$ cat config.mk
export PLATFORM = sky130hd
export DESIGN_NAME = sha256_stream_hasher
export DESIGN_NICKNAME = d
export VERILOG_FILES = /design/src/sha_pkg.sv /design/src/sha_queue.sv /design/src/sha_engine.sv /design/src/sha256_stream_hasher.sv
export SDC_FILE = /design/constraint.sdc
export NUM_CORES = 2
export LEC_CHECK = 0
export CORE_MARGIN = 3
export CORE_UTILIZATION = 35
export CTS_BUF_LIST = sky130_fd_sc_hd__clkbuf_4 sky130_fd_sc_hd__clkbuf_8 sky130_fd_sc_hd__clkbuf_16
export CTS_CLUSTER_DIAMETER = 30
export CTS_CLUSTER_SIZE = 10
export DETAILED_ROUTE_END_ITERATION = 8
export DONT_BUFFER_PORTS = 1
export PLACE_DENSITY = 0.54
export RECOVER_POWER = 100
export SKIP_LAST_GASP = 1
export SLEW_MARGIN = 20
export SYNTH_ARGS = -nofsm -noshare
export SYNTH_HDL_FRONTEND = slang
export SYNTH_SLANG_ARGS = --single-unit
$ cat constraint.sdc
create_clock -name clk_i -period 27.7 [get_ports clk_i]
set_clock_uncertainty 0.15 [all_clocks]
set_input_delay 0 -clock clk_i [delete_from_list [all_inputs] [get_ports clk_i]]
set_output_delay 0 -clock clk_i [all_outputs]
set_load 0.1 [all_outputs]
$ cat src/sha_pkg.sv
// Shared types, constants and round functions for the SHA-256 stream hasher.
package sha_pkg;

  localparam int unsigned QDepth = 2;
  localparam int unsigned QPtrW  = $clog2(QDepth);
  localparam int unsigned QCntW  = $clog2(QDepth + 1);

  localparam logic [7:0] PadByte   = 8'h80;
  localparam logic [5:0] LenOffset = 6'd56;
  localparam logic [5:0] LastRound = 6'd63;
  localparam logic [5:0] LastFill  = 6'd63;
  localparam logic [2:0] LastWord  = 3'd7;

  typedef struct packed {
    logic [7:0] data_byte;
    logic       has_byte;
    logic       finish;
  } sha_in_t;

  typedef struct packed {
    logic [31:0] digest_word;
    logic [2:0]  word_index;
    logic        last_word;
  } sha_out_t;

  typedef enum logic [2:0] {
    S_IDLE,
    S_ROUND,
    S_FINAL,
    S_PAD,
    S_PADLEN,
    S_OUT
  } eng_state_e;

  typedef enum logic [1:0] {
    K_DATA,
    K_PAD1,
    K_LAST
  } blk_kind_e;

  typedef struct packed {
    logic    valid;
    sha_in_t item;
  } q_head_t;

  localparam logic [31:0] InitH [8] = '{
    32'h6a09e667, 32'hbb67ae85, 32'h3c6ef372, 32'ha54ff53a,
    32'h510e527f, 32'h9b05688c, 32'h1f83d9ab, 32'h5be0cd19
  };

  localparam logic [31:0] RoundK [64] = '{
    32'h428a2f98, 32'h71374491, 32'hb5c0fbcf, 32'he9b5dba5,
    32'h3956c25b, 32'h59f111f1, 32'h923f82a4, 32'hab1c5ed5,
    32'hd807aa98, 32'h12835b01, 32'h243185be, 32'h550c7dc3,
    32'h72be5d74, 32'h80deb1fe, 32'h9bdc06a7, 32'hc19bf174,
    32'he49b69c1, 32'hefbe4786, 32'h0fc19dc6, 32'h240ca1cc,
    32'h2de92c6f, 32'h4a7484aa, 32'h5cb0a9dc, 32'h76f988da,
    32'h983e5152, 32'ha831c66d, 32'hb00327c8, 32'hbf597fc7,
    32'hc6e00bf3, 32'hd5a79147, 32'h06ca6351, 32'h14292967,
    32'h27b70a85, 32'h2e1b2138, 32'h4d2c6dfc, 32'h53380d13,
    32'h650a7354, 32'h766a0abb, 32'h81c2c92e, 32'h92722c85,
    32'ha2bfe8a1, 32'ha81a664b, 32'hc24b8b70, 32'hc76c51a3,
    32'hd192e819, 32'hd6990624, 32'hf40e3585, 32'h106aa070,
    32'h19a4c116, 32'h1e376c08, 32'h2748774c, 32'h34b0bcb5,
    32'h391c0cb3, 32'h4ed8aa4a, 32'h5b9cca4f, 32'h682e6ff3,
    32'h748f82ee, 32'h78a5636f, 32'h84c87814, 32'h8cc70208,
    32'h90befffa, 32'ha4506ceb, 32'hbef9a3f7, 32'hc67178f2
  };

  function automatic logic [31:0] ror32(logic [31:0] v, int unsigned n);
    return (v >> n) | (v << (32 - n));
  endfunction

  function automatic logic [31:0] bsig0(logic [31:0] x);
    return ror32(x, 2) ^ ror32(x, 13) ^ ror32(x, 22);
  endfunction

  function automatic logic [31:0] bsig1(logic [31:0] x);
    return ror32(x, 6) ^ ror32(x, 11) ^ ror32(x, 25);
  endfunction

  function automatic logic [31:0] ssig0(logic [31:0] x);
    return ror32(x, 7) ^ ror32(x, 18) ^ (x >> 3);
  endfunction

  function automatic logic [31:0] ssig1(logic [31:0] x);
    return ror32(x, 17) ^ ror32(x, 19) ^ (x >> 10);
  endfunction

endpackage

$ cat src/sha_queue.sv
// Front end: accepts input transfers, drops empty items, queues the rest.
module sha_queue (
  input  logic             clk_i,
  input  logic             rst_ni,
  input  logic             in_valid_i,
  output logic             in_stall_o,
  input  sha_pkg::sha_in_t in_data_i,
  output sha_pkg::q_head_t head_o,
  input  logic             pop_i
);
  import sha_pkg::*;

  sha_in_t          mem_q [QDepth];
  logic [QPtrW-1:0] wr_ptr_q, rd_ptr_q;
  logic [QCntW-1:0] cnt_q;
  logic             push, pop;

  assign in_stall_o   = (cnt_q == QCntW'(QDepth));
  assign push         = in_valid_i && !in_stall_o && (in_data_i.has_byte || in_data_i.finish);
  assign pop          = pop_i && (cnt_q != '0);
  assign head_o.valid = (cnt_q != '0);
  assign head_o.item  = mem_q[rd_ptr_q];

  always_ff @(posedge clk_i) begin
    if (push) mem_q[wr_ptr_q] <= in_data_i;
  end

  always_ff @(posedge clk_i or negedge rst_ni) begin
    if (!rst_ni) begin
      wr_ptr_q <= '0;
      rd_ptr_q <= '0;
      cnt_q    <= '0;
    end else begin
      if (push) wr_ptr_q <= (wr_ptr_q == QPtrW'(QDepth - 1)) ? '0 : wr_ptr_q + 1'b1;
      if (pop)  rd_ptr_q <= (rd_ptr_q == QPtrW'(QDepth - 1)) ? '0 : rd_ptr_q + 1'b1;
      if (push && !pop)      cnt_q <= cnt_q + 1'b1;
      else if (pop && !push) cnt_q <= cnt_q - 1'b1;
    end
  end

endmodule

$ cat src/sha_engine.sv
// Back end: block buffer, padding, 64-round compression and digest output.
module sha_engine (
  input  logic              clk_i,
  input  logic              rst_ni,
  input  sha_pkg::q_head_t  head_i,
  output logic              pop_o,
  output logic              out_valid_o,
  input  logic              out_stall_i,
  output sha_pkg::sha_out_t out_data_o
);
  import sha_pkg::*;

  eng_state_e  state_q, state_d;
  blk_kind_e   kind_q;
  logic [5:0]  round_q, fill_q;
  logic [60:0] cnt_q;
  logic        fin_q;
  logic [2:0]  idx_q;
  logic [31:0] w_q [16];
  logic [31:0] h_q [8];
  logic [31:0] r_q [8];
  logic [63:0] bits;
  logic [31:0] w_new, t1, t2;
  logic        out_xfer;
  sha_in_t     item;

  assign item     = head_i.item;
  assign bits     = {cnt_q, 3'b000};
  assign out_xfer = out_valid_o && !out_stall_i;
  assign w_new    = w_q[0] + ssig0(w_q[1]) + w_q[9] + ssig1(w_q[14]);
  assign t1       = r_q[7] + bsig1(r_q[4]) + ((r_q[4] & r_q[5]) ^ (~r_q[4] & r_q[6]))
                  + RoundK[round_q] + w_q[0];
  assign t2       = bsig0(r_q[0]) + ((r_q[0] & r_q[1]) ^ (r_q[0] & r_q[2]) ^ (r_q[1] & r_q[2]));

  always_comb begin
    state_d = state_q;
    case (state_q)
      S_IDLE: begin
        if (head_i.valid) begin
          if (item.has_byte && fill_q == LastFill) state_d = S_ROUND;
          else if (item.finish)                    state_d = S_PAD;
        end
      end
      S_ROUND: if (round_q == LastRound) state_d = S_FINAL;
      S_FINAL: begin
        case (kind_q)
          K_DATA:  state_d = fin_q ? S_PAD : S_IDLE;
          K_PAD1:  state_d = S_PADLEN;
          K_LAST:  state_d = S_OUT;
          default: state_d = S_IDLE;
        endcase
      end
      S_PAD:    state_d = S_ROUND;
      S_PADLEN: state_d = S_ROUND;
      S_OUT:    if (out_xfer && idx_q == LastWord) state_d = S_IDLE;
      default:  state_d = S_IDLE;
    endcase
  end

  always_comb begin
    pop_o       = (state_q == S_IDLE) && head_i.valid;
    out_valid_o = (state_q == S_OUT);
    out_data_o.digest_word = h_q[idx_q];
    out_data_o.word_index  = idx_q;
    out_data_o.last_word   = (idx_q == LastWord);
  end

  // Block words and working variables carry no reset.
  always_ff @(posedge clk_i) begin
    if (state_q != S_ROUND && state_d == S_ROUND) begin
      for (int i = 0; i < 8; i++) r_q[i] <= h_q[i];
    end else if (state_q == S_ROUND) begin
      r_q[7] <= r_q[6];
      r_q[6] <= r_q[5];
      r_q[5] <= r_q[4];
      r_q[4] <= r_q[3] + t1;
      r_q[3] <= r_q[2];
      r_q[2] <= r_q[1];
      r_q[1] <= r_q[0];
      r_q[0] <= t1 + t2;
    end

    case (state_q)
      S_IDLE: begin
        if (pop_o && item.has_byte)
          w_q[fill_q[5:2]][8*(3 - fill_q[1:0]) +: 8] <= item.data_byte;
      end
      S_ROUND: begin
        for (int i = 0; i < 15; i++) w_q[i] <= w_q[i+1];
        w_q[15] <= w_new;
      end
      S_PAD: begin
        for (int j = 0; j < 16; j++) begin
          if (4'(j) > fill_q[5:2]) begin
            w_q[j] <= '0;
          end else if (4'(j) == fill_q[5:2]) begin
            for (int l = 0; l < 4; l++) begin
              if (2'(l) == fill_q[1:0])     w_q[j][8*(3-l) +: 8] <= PadByte;
              else if (2'(l) > fill_q[1:0]) w_q[j][8*(3-l) +: 8] <= '0;
            end
          end
        end
        if (fill_q < LenOffset) begin
          w_q[14] <= bits[63:32];
          w_q[15] <= bits[31:0];
        end
      end
      S_PADLEN: begin
        for (int j = 0; j < 14; j++) w_q[j] <= '0;
        w_q[14] <= bits[63:32];
        w_q[15] <= bits[31:0];
      end
      default: ;
    endcase
  end

  always_ff @(posedge clk_i or negedge rst_ni) begin
    if (!rst_ni) begin
      state_q <= S_IDLE;
      kind_q  <= K_DATA;
      round_q <= '0;
      fill_q  <= '0;
      cnt_q   <= '0;
      fin_q   <= 1'b0;
      idx_q   <= '0;
      for (int i = 0; i < 8; i++) h_q[i] <= InitH[i];
    end else begin
      state_q <= state_d;
      if (state_q != S_ROUND && state_d == S_ROUND) round_q <= '0;
      else if (state_q == S_ROUND)                  round_q <= round_q + 1'b1;
      case (state_q)
        S_IDLE: begin
          if (pop_o) begin
            fin_q  <= item.finish;
            kind_q <= K_DATA;
            if (item.has_byte) begin
              fill_q <= fill_q + 1'b1;
              cnt_q  <= cnt_q + 1'b1;
            end
          end
        end
        S_FINAL: begin
          for (int i = 0; i < 8; i++) h_q[i] <= h_q[i] + r_q[i];
          fin_q <= 1'b0;
        end
        S_PAD: begin
          kind_q <= (fill_q < LenOffset) ? K_LAST : K_PAD1;
          fill_q <= '0;
        end
        S_PADLEN: kind_q <= K_LAST;
        S_OUT: begin
          if (out_xfer) begin
            idx_q <= idx_q + 1'b1;
            if (idx_q == LastWord) begin
              for (int i = 0; i < 8; i++) h_q[i] <= InitH[i];
              cnt_q  <= '0;
              fill_q <= '0;
            end
          end
        end
        default: ;
      endcase
    end
  end

  a_round_exit: assert property (@(posedge clk_i) disable iff (!rst_ni)
    (state_q == S_ROUND && round_q == LastRound) |=> (state_q == S_FINAL))
    else $error("round counter did not end compression");
  a_round_stay: assert property (@(posedge clk_i) disable iff (!rst_ni)
    (state_q == S_ROUND && round_q != LastRound) |=> (state_q == S_ROUND))
    else $error("compression left early");
  a_digest_done: assert property (@(posedge clk_i) disable iff (!rst_ni)
    (out_xfer && out_data_o.last_word) |=>
      (state_q == S_IDLE && fill_q == '0 && cnt_q == '0 && idx_q == '0))
    else $error("state not restored after digest");

endmodule

$ cat src/sha256_stream_hasher.sv
// Top level of the streaming SHA-256 hasher.
//
// Input channel: one transfer carries an optional message byte (has_byte)
// and an optional finish request. Items with neither flag are dropped.
// A two-entry queue buffers items ahead of the hashing engine.
// The idle engine pops each byte from the queue into the block buffer; the
// 64th byte of a block starts the compression: 64 rounds at one per cycle,
// then a fold of the result into the hash words. While a block is
// compressed, the engine takes no further bytes from the queue.
// On finish the engine pads the block and compresses once or, with more
// than 55 bytes pending, twice; then it presents eight digest words,
// word 0 first, last_word on word 7, one per cycle when the receiver does
// not stall. A stall holds the current word. While the engine is busy,
// in_stall_o rises once the queue is full.
// After the last word the hash state returns to its initial values.
// Reset clears the queue and restores the initial hash state at once.
module sha256_stream_hasher (
  input  logic              clk_i,
  input  logic              rst_ni,
  input  logic              in_valid_i,
  output logic              in_stall_o,
  input  sha_pkg::sha_in_t  in_data_i,
  output logic              out_valid_o,
  input  logic              out_stall_i,
  output sha_pkg::sha_out_t out_data_o
);
  import sha_pkg::*;

  q_head_t head;
  logic    pop;

  sha_queue u_queue (
    .clk_i,
    .rst_ni,
    .in_valid_i,
    .in_stall_o,
    .in_data_i,
    .head_o (head),
    .pop_i  (pop)
  );

  sha_engine u_engine (
    .clk_i,
    .rst_ni,
    .head_i (head),
    .pop_o  (pop),
    .out_valid_o,
    .out_stall_i,
    .out_data_o
  );

endmodule

==> run_results.csv <==
group,metric,value,unit
die,placeableCoreArea,218200,µm²
grt,gr-total-overflow,0,
synthesis,synth_edf_count,500,
routing,ant_nets,0,
worst_setup_path,cp_max_stage_delay,6.56,ns
die,std_cell_rows,171,
synthesis,netlist_top_cells_area,"sky130_fd_sc_hd__edfxtp_1, sky130_fd_sc_hd__dfxtp_1, sky130_fd_sc_hd__dfrtp_1",
worst_setup_path,timing.critical_path.from_type,"register",
place,dp_hpwl,228800,µm
routing,vias,67690,
worst_setup_path,cp_cell_sequence,"and2_0, clkbuf_1, clkbuf_1, clkbuf_1, a21oi_1, a211oi_1",
worst_setup_path,setup_cp_type,"register to register",
die,initial_core_util,35.38,%
synthesis,synth.largest_area_cell,"sky130_fd_sc_hd__edfxtp_1",
layout,final_cells,11640,
clock_tree,cts_root_buffer,"sky130_fd_sc_hd__clkbuf_16",
synthesis,post-synth-top-area-fraction,19.44,%
layout,final_net_count,9122,
worst_setup_path,critPathRequiredTime,28.34,ns
grt,grt_antenna_before_repair,5,
synthesis,yosysUniqueCellTypes,96,
synthesis,yosysSeqAreaShare,38.21,%
synthesis,synthCells,8523,
routing,wl_per_cell,26.54,µm
clock_tree,tritoncts_clock_tree,"built",
synthesis,mappedNetlistNets,9133,
worst_setup_path,worst_ep_arrival_time,16.34,ns
routing,detail_route.iter0.violations,6118,
die,fp.dieH,475.7,µm
clock_tree,cts_repair_resize_count,0,
place,placement.cell_area,79890,µm²
worst_hold_path,worst_hold_path.endpoint,"u_queue.mem_q[1][6]",
layout,final_cell_area,91430,µm²
synthesis,synth_ff_type,"sky130_fd_sc_hd__edfxtp_1",
synthesis,yosys_warnings,0,
sta,max_clock_freq,63.73,MHz
layout,final_core_utilization,41.89,%
clock_tree,post_cts_buffers,0,
die,fp.dieArea,226300,µm²
synthesis,synth-async-reset-ratio,30.27,%
grt,grt_pass1_vias,66020,
worst_hold_path,worstHoldPathCells,2,
sta,max_slew.worst_pin.slew,9.227,ns
worst_setup_path,critPathCaptureType,"register",
sta,period_share,56.65,%
clock_tree,cts_htree_levels,5,
sta,timing.final.max_slew_violations,2283,
place,post-place-cells,10990,
status,violated_checks,"capacitance limit, slew limit",
worst_setup_path,critical_path_s_slowest_cell,"sky130_fd_sc_hd__clkbuf_1",
status,outcome,"finished with violations",
grt,grt_use_total,26.74,%
place,io_buffers,0,
clock_tree,cts_sinks,1130,
worst_hold_path,timing.hold.worst.start,"in_data_i[6]",
synthesis,syn_avg_cell_area,9.060,µm²
grt,grt_first_pass_wirelength,451300,µm
die,top_level_ports,52,
sta,min_period,15.69,ns
place,place.gp.congestion,0.9663,
worst_setup_path,worstReg2RegEnd,"u_engine.w_q[2][30]",
grt,grt_start_max_net_pins,343,
sta,final_hold_viol_count,0,
synthesis,mappedNetlistArea,77220,µm²
clock_tree,path_clk_slew,0.04,ns
layout,ratio_of_cells_with_drive_above_1_in_the_final_layout,11.45,%
routing,drt-pass1-iter-count,6,
synthesis,number_of_synthesized_register_bits,1130,
clock_tree,cts_made_buffers,342,
sta,tns,0,ns
clock_tree,maximum_count_of_clock_buffers_along_a_single_path,4,
worst_setup_path,rrSetupSlack,12.01,ns
routing,finalWirelength,309000,µm
worst_setup_path,path_max_fanout,192,
worst_setup_path,worstReg2RegStart,"u_engine.state_q[0]",
routing,vias_per_cell,5.814,
job,drv.max_cap_violation_count,58,
sta,rsz0062_at_grt,"no",
sta,timing.slew.headroom,-515.2,%
worst_setup_path,ff2ff_path_depth,6,
clock_tree,insertion_delay,0.94,ns
worst_hold_path,hp-class,"input pin to register",
sta,setup_viol,0,
worst_setup_path,critical_path_s_most_frequent_cell,"sky130_fd_sc_hd__clkbuf_1",
layout,syn_to_final_growth,18.39,%
routing,route.detailed.drc,0,
die,chipWidth,475.7,µm
-- per-stage QoR --
step / hold slack, ns / worst slack (ns)
global route: 0.08136 / 10.73
CTS: 0.007834 / 16.39
floorplan: -0.4456 / 18.61
global placement: -0.4331 / 16.26
finish: 0.1158 / 12.01
detailed placement: -0.4306 / 16.40
-- worst max-delay path by stage --
stage | startpoint | to | slack, ns | depth (start not counted)
global placement | u_engine.round_q[2] | u_engine.r_q[0][31] | 16.26 | 35
floorplan | u_engine.round_q[1] | u_engine.r_q[0][31] | 18.61 | 40
detailed placement | u_engine.round_q[2] | u_engine.r_q[0][31] | 16.40 | 35
global route | u_engine.state_q[0] | u_engine.w_q[2][30] | 10.73 | 6
finish | u_engine.state_q[0] | u_engine.w_q[2][30] | 12.01 | 6
CTS | u_engine.round_q[2] | u_engine.r_q[0][31] | 16.39 | 35
-- sequential cells by signal, summed over array words and instances, names as in the netlist, 3 cells and up --
signal,cells
u_engine.idx_q,3
u_engine.round_q,6
u_engine.state_q,3
u_engine.r_q,256
u_queue.mem_q,20
u_engine.h_q,256
u_engine.fill_q,6
u_engine.w_q,512
u_engine.cnt_q,61
-- cells in the mapped netlist, types with 17 or more instances --
cell	n
sky130_fd_sc_hd__a211oi_1	330
sky130_fd_sc_hd__a21o_1	189
sky130_fd_sc_hd__a21oi_1	768
sky130_fd_sc_hd__a221oi_1	31
sky130_fd_sc_hd__a22o_1	64
sky130_fd_sc_hd__a22oi_1	46
sky130_fd_sc_hd__a31oi_1	50
sky130_fd_sc_hd__and2_1	20
sky130_fd_sc_hd__and3_1	45
sky130_fd_sc_hd__buf_1	65
sky130_fd_sc_hd__clkbuf_1	435
sky130_fd_sc_hd__dfrtp_1	206
sky130_fd_sc_hd__dfstp_2	136
sky130_fd_sc_hd__dfxtp_1	288
sky130_fd_sc_hd__edfxtp_1	500
sky130_fd_sc_hd__fa_1	195
sky130_fd_sc_hd__ha_1	401
sky130_fd_sc_hd__inv_1	290
sky130_fd_sc_hd__maj3_1	22
sky130_fd_sc_hd__mux2_2	74
sky130_fd_sc_hd__mux2i_1	30
sky130_fd_sc_hd__mux4_2	66
sky130_fd_sc_hd__nand2_1	1121
sky130_fd_sc_hd__nand2b_1	56
sky130_fd_sc_hd__nand3_1	151
sky130_fd_sc_hd__nand3b_1	23
sky130_fd_sc_hd__nand4_1	36
sky130_fd_sc_hd__nor2_1	784
sky130_fd_sc_hd__nor2b_1	45
sky130_fd_sc_hd__nor3_1	134
sky130_fd_sc_hd__nor3b_1	17
sky130_fd_sc_hd__o211ai_1	40
sky130_fd_sc_hd__o21a_1	68
sky130_fd_sc_hd__o21ai_0	621
sky130_fd_sc_hd__o21ai_1	55
sky130_fd_sc_hd__o21bai_1	70
sky130_fd_sc_hd__o22ai_1	42
sky130_fd_sc_hd__o31ai_1	51
sky130_fd_sc_hd__or2_2	51
sky130_fd_sc_hd__or3_1	34
sky130_fd_sc_hd__xnor2_1	397
sky130_fd_sc_hd__xor2_1	219
-- kinds of logic after synthesis --
logic type	count (synthesis)	share of synthesized area, %
flip-flops	1130	38.21
buffers and inverters	797	3.890
adder cells (fa/ha/maj)	618	11.84
AND/OR/NAND/NOR	2571	14.44
AO/OA/AOI/OAI	2621	21.24
XOR/XNOR	616	6.987
multiplexers	170	3.393
-- placed cells by master (no fill, tap or decap), types with 36 or more instances in the layout --
| master | netlist | routed |
|---|---|---|
| sky130_fd_sc_hd__clkbuf_4 | 0 | 73 |
| sky130_fd_sc_hd__o21bai_1 | 70 | 71 |
| sky130_fd_sc_hd__edfxtp_1 | 500 | 500 |
| sky130_fd_sc_hd__nand2b_1 | 56 | 55 |
| sky130_fd_sc_hd__clkinv_2 | 0 | 65 |
| sky130_fd_sc_hd__a22o_1 | 64 | 64 |
| sky130_fd_sc_hd__ha_1 | 401 | 401 |
| sky130_fd_sc_hd__and3_1 | 45 | 44 |
| sky130_fd_sc_hd__dfrtp_1 | 206 | 204 |
| sky130_fd_sc_hd__o22ai_1 | 42 | 42 |
| sky130_fd_sc_hd__o21a_1 | 68 | 68 |
| sky130_fd_sc_hd__nand3_1 | 151 | 151 |
| sky130_fd_sc_hd__a211oi_1 | 330 | 330 |
| sky130_fd_sc_hd__mux4_2 | 66 | 66 |
| sky130_fd_sc_hd__a21oi_1 | 768 | 768 |
| sky130_fd_sc_hd__clkbuf_16 | 0 | 353 |
| sky130_fd_sc_hd__nand4_1 | 36 | 36 |
| sky130_fd_sc_hd__nand2_1 | 1121 | 1119 |
| sky130_fd_sc_hd__fa_1 | 195 | 195 |
| sky130_fd_sc_hd__clkbuf_1 | 435 | 54 |
| sky130_fd_sc_hd__a31oi_1 | 50 | 49 |
| sky130_fd_sc_hd__a21o_1 | 189 | 189 |
| sky130_fd_sc_hd__inv_1 | 290 | 288 |
| sky130_fd_sc_hd__nor2_1 | 784 | 781 |
| sky130_fd_sc_hd__or2_2 | 51 | 50 |
| sky130_fd_sc_hd__clkbuf_8 | 0 | 39 |
| sky130_fd_sc_hd__nor3_1 | 134 | 134 |
| sky130_fd_sc_hd__o211ai_1 | 40 | 40 |
| sky130_fd_sc_hd__dfxtp_1 | 288 | 288 |
| sky130_fd_sc_hd__xor2_1 | 219 | 219 |
| sky130_fd_sc_hd__buf_4 | 0 | 68 |
| sky130_fd_sc_hd__mux2_2 | 74 | 44 |
| sky130_fd_sc_hd__a22oi_1 | 46 | 46 |
| sky130_fd_sc_hd__nor2b_1 | 45 | 44 |
| sky130_fd_sc_hd__o31ai_1 | 51 | 50 |
| sky130_fd_sc_hd__o21ai_0 | 621 | 652 |
| sky130_fd_sc_hd__dfstp_2 | 136 | 136 |
| sky130_fd_sc_hd__xnor2_1 | 397 | 397 |
-- critical path: cells and delay by family (launching register included) --
family,cells,cell delay [ns]
AO/OA/AOI/OAI,2,0.70
buffers and inverters,3,11.54
flip-flops,1,0.80
AND/OR/NAND/NOR,1,2.29
-- cell type report --
cell class,instances,area [µm²]
Fill cell,21320,126800
Multi-Input combinational cell,6596,44760
Sequential cell,1130,29510
Clock buffer,465,9918
Tap cell,2854,3571
Clock inverter,151,1570
Inverter,292,1097
Timing Repair Buffer,150,993.5
Antenna cell,4,10.01
-- routing by layer --
| layer | part of all wire [%] | GRT usage [%] |
|---|---|---|
| met1 | 40 | 32.74 |
| met2 | 47 | 44.05 |
| met5 | 0 | 0 |
| met3 | 6.8 | 5.034 |
| met4 | 6.6 | 15.26 |
-- repair_timing --
action                                  in CTS  in global routing
hold buffers                                27                  2
endpoints found under the hold margin      456                 76
endpoints found under the setup margin       0                  0
Power is left out: the tool's default activity adds up to more than one toggle a clock period on the data nets, which glitch-free logic cannot reach.
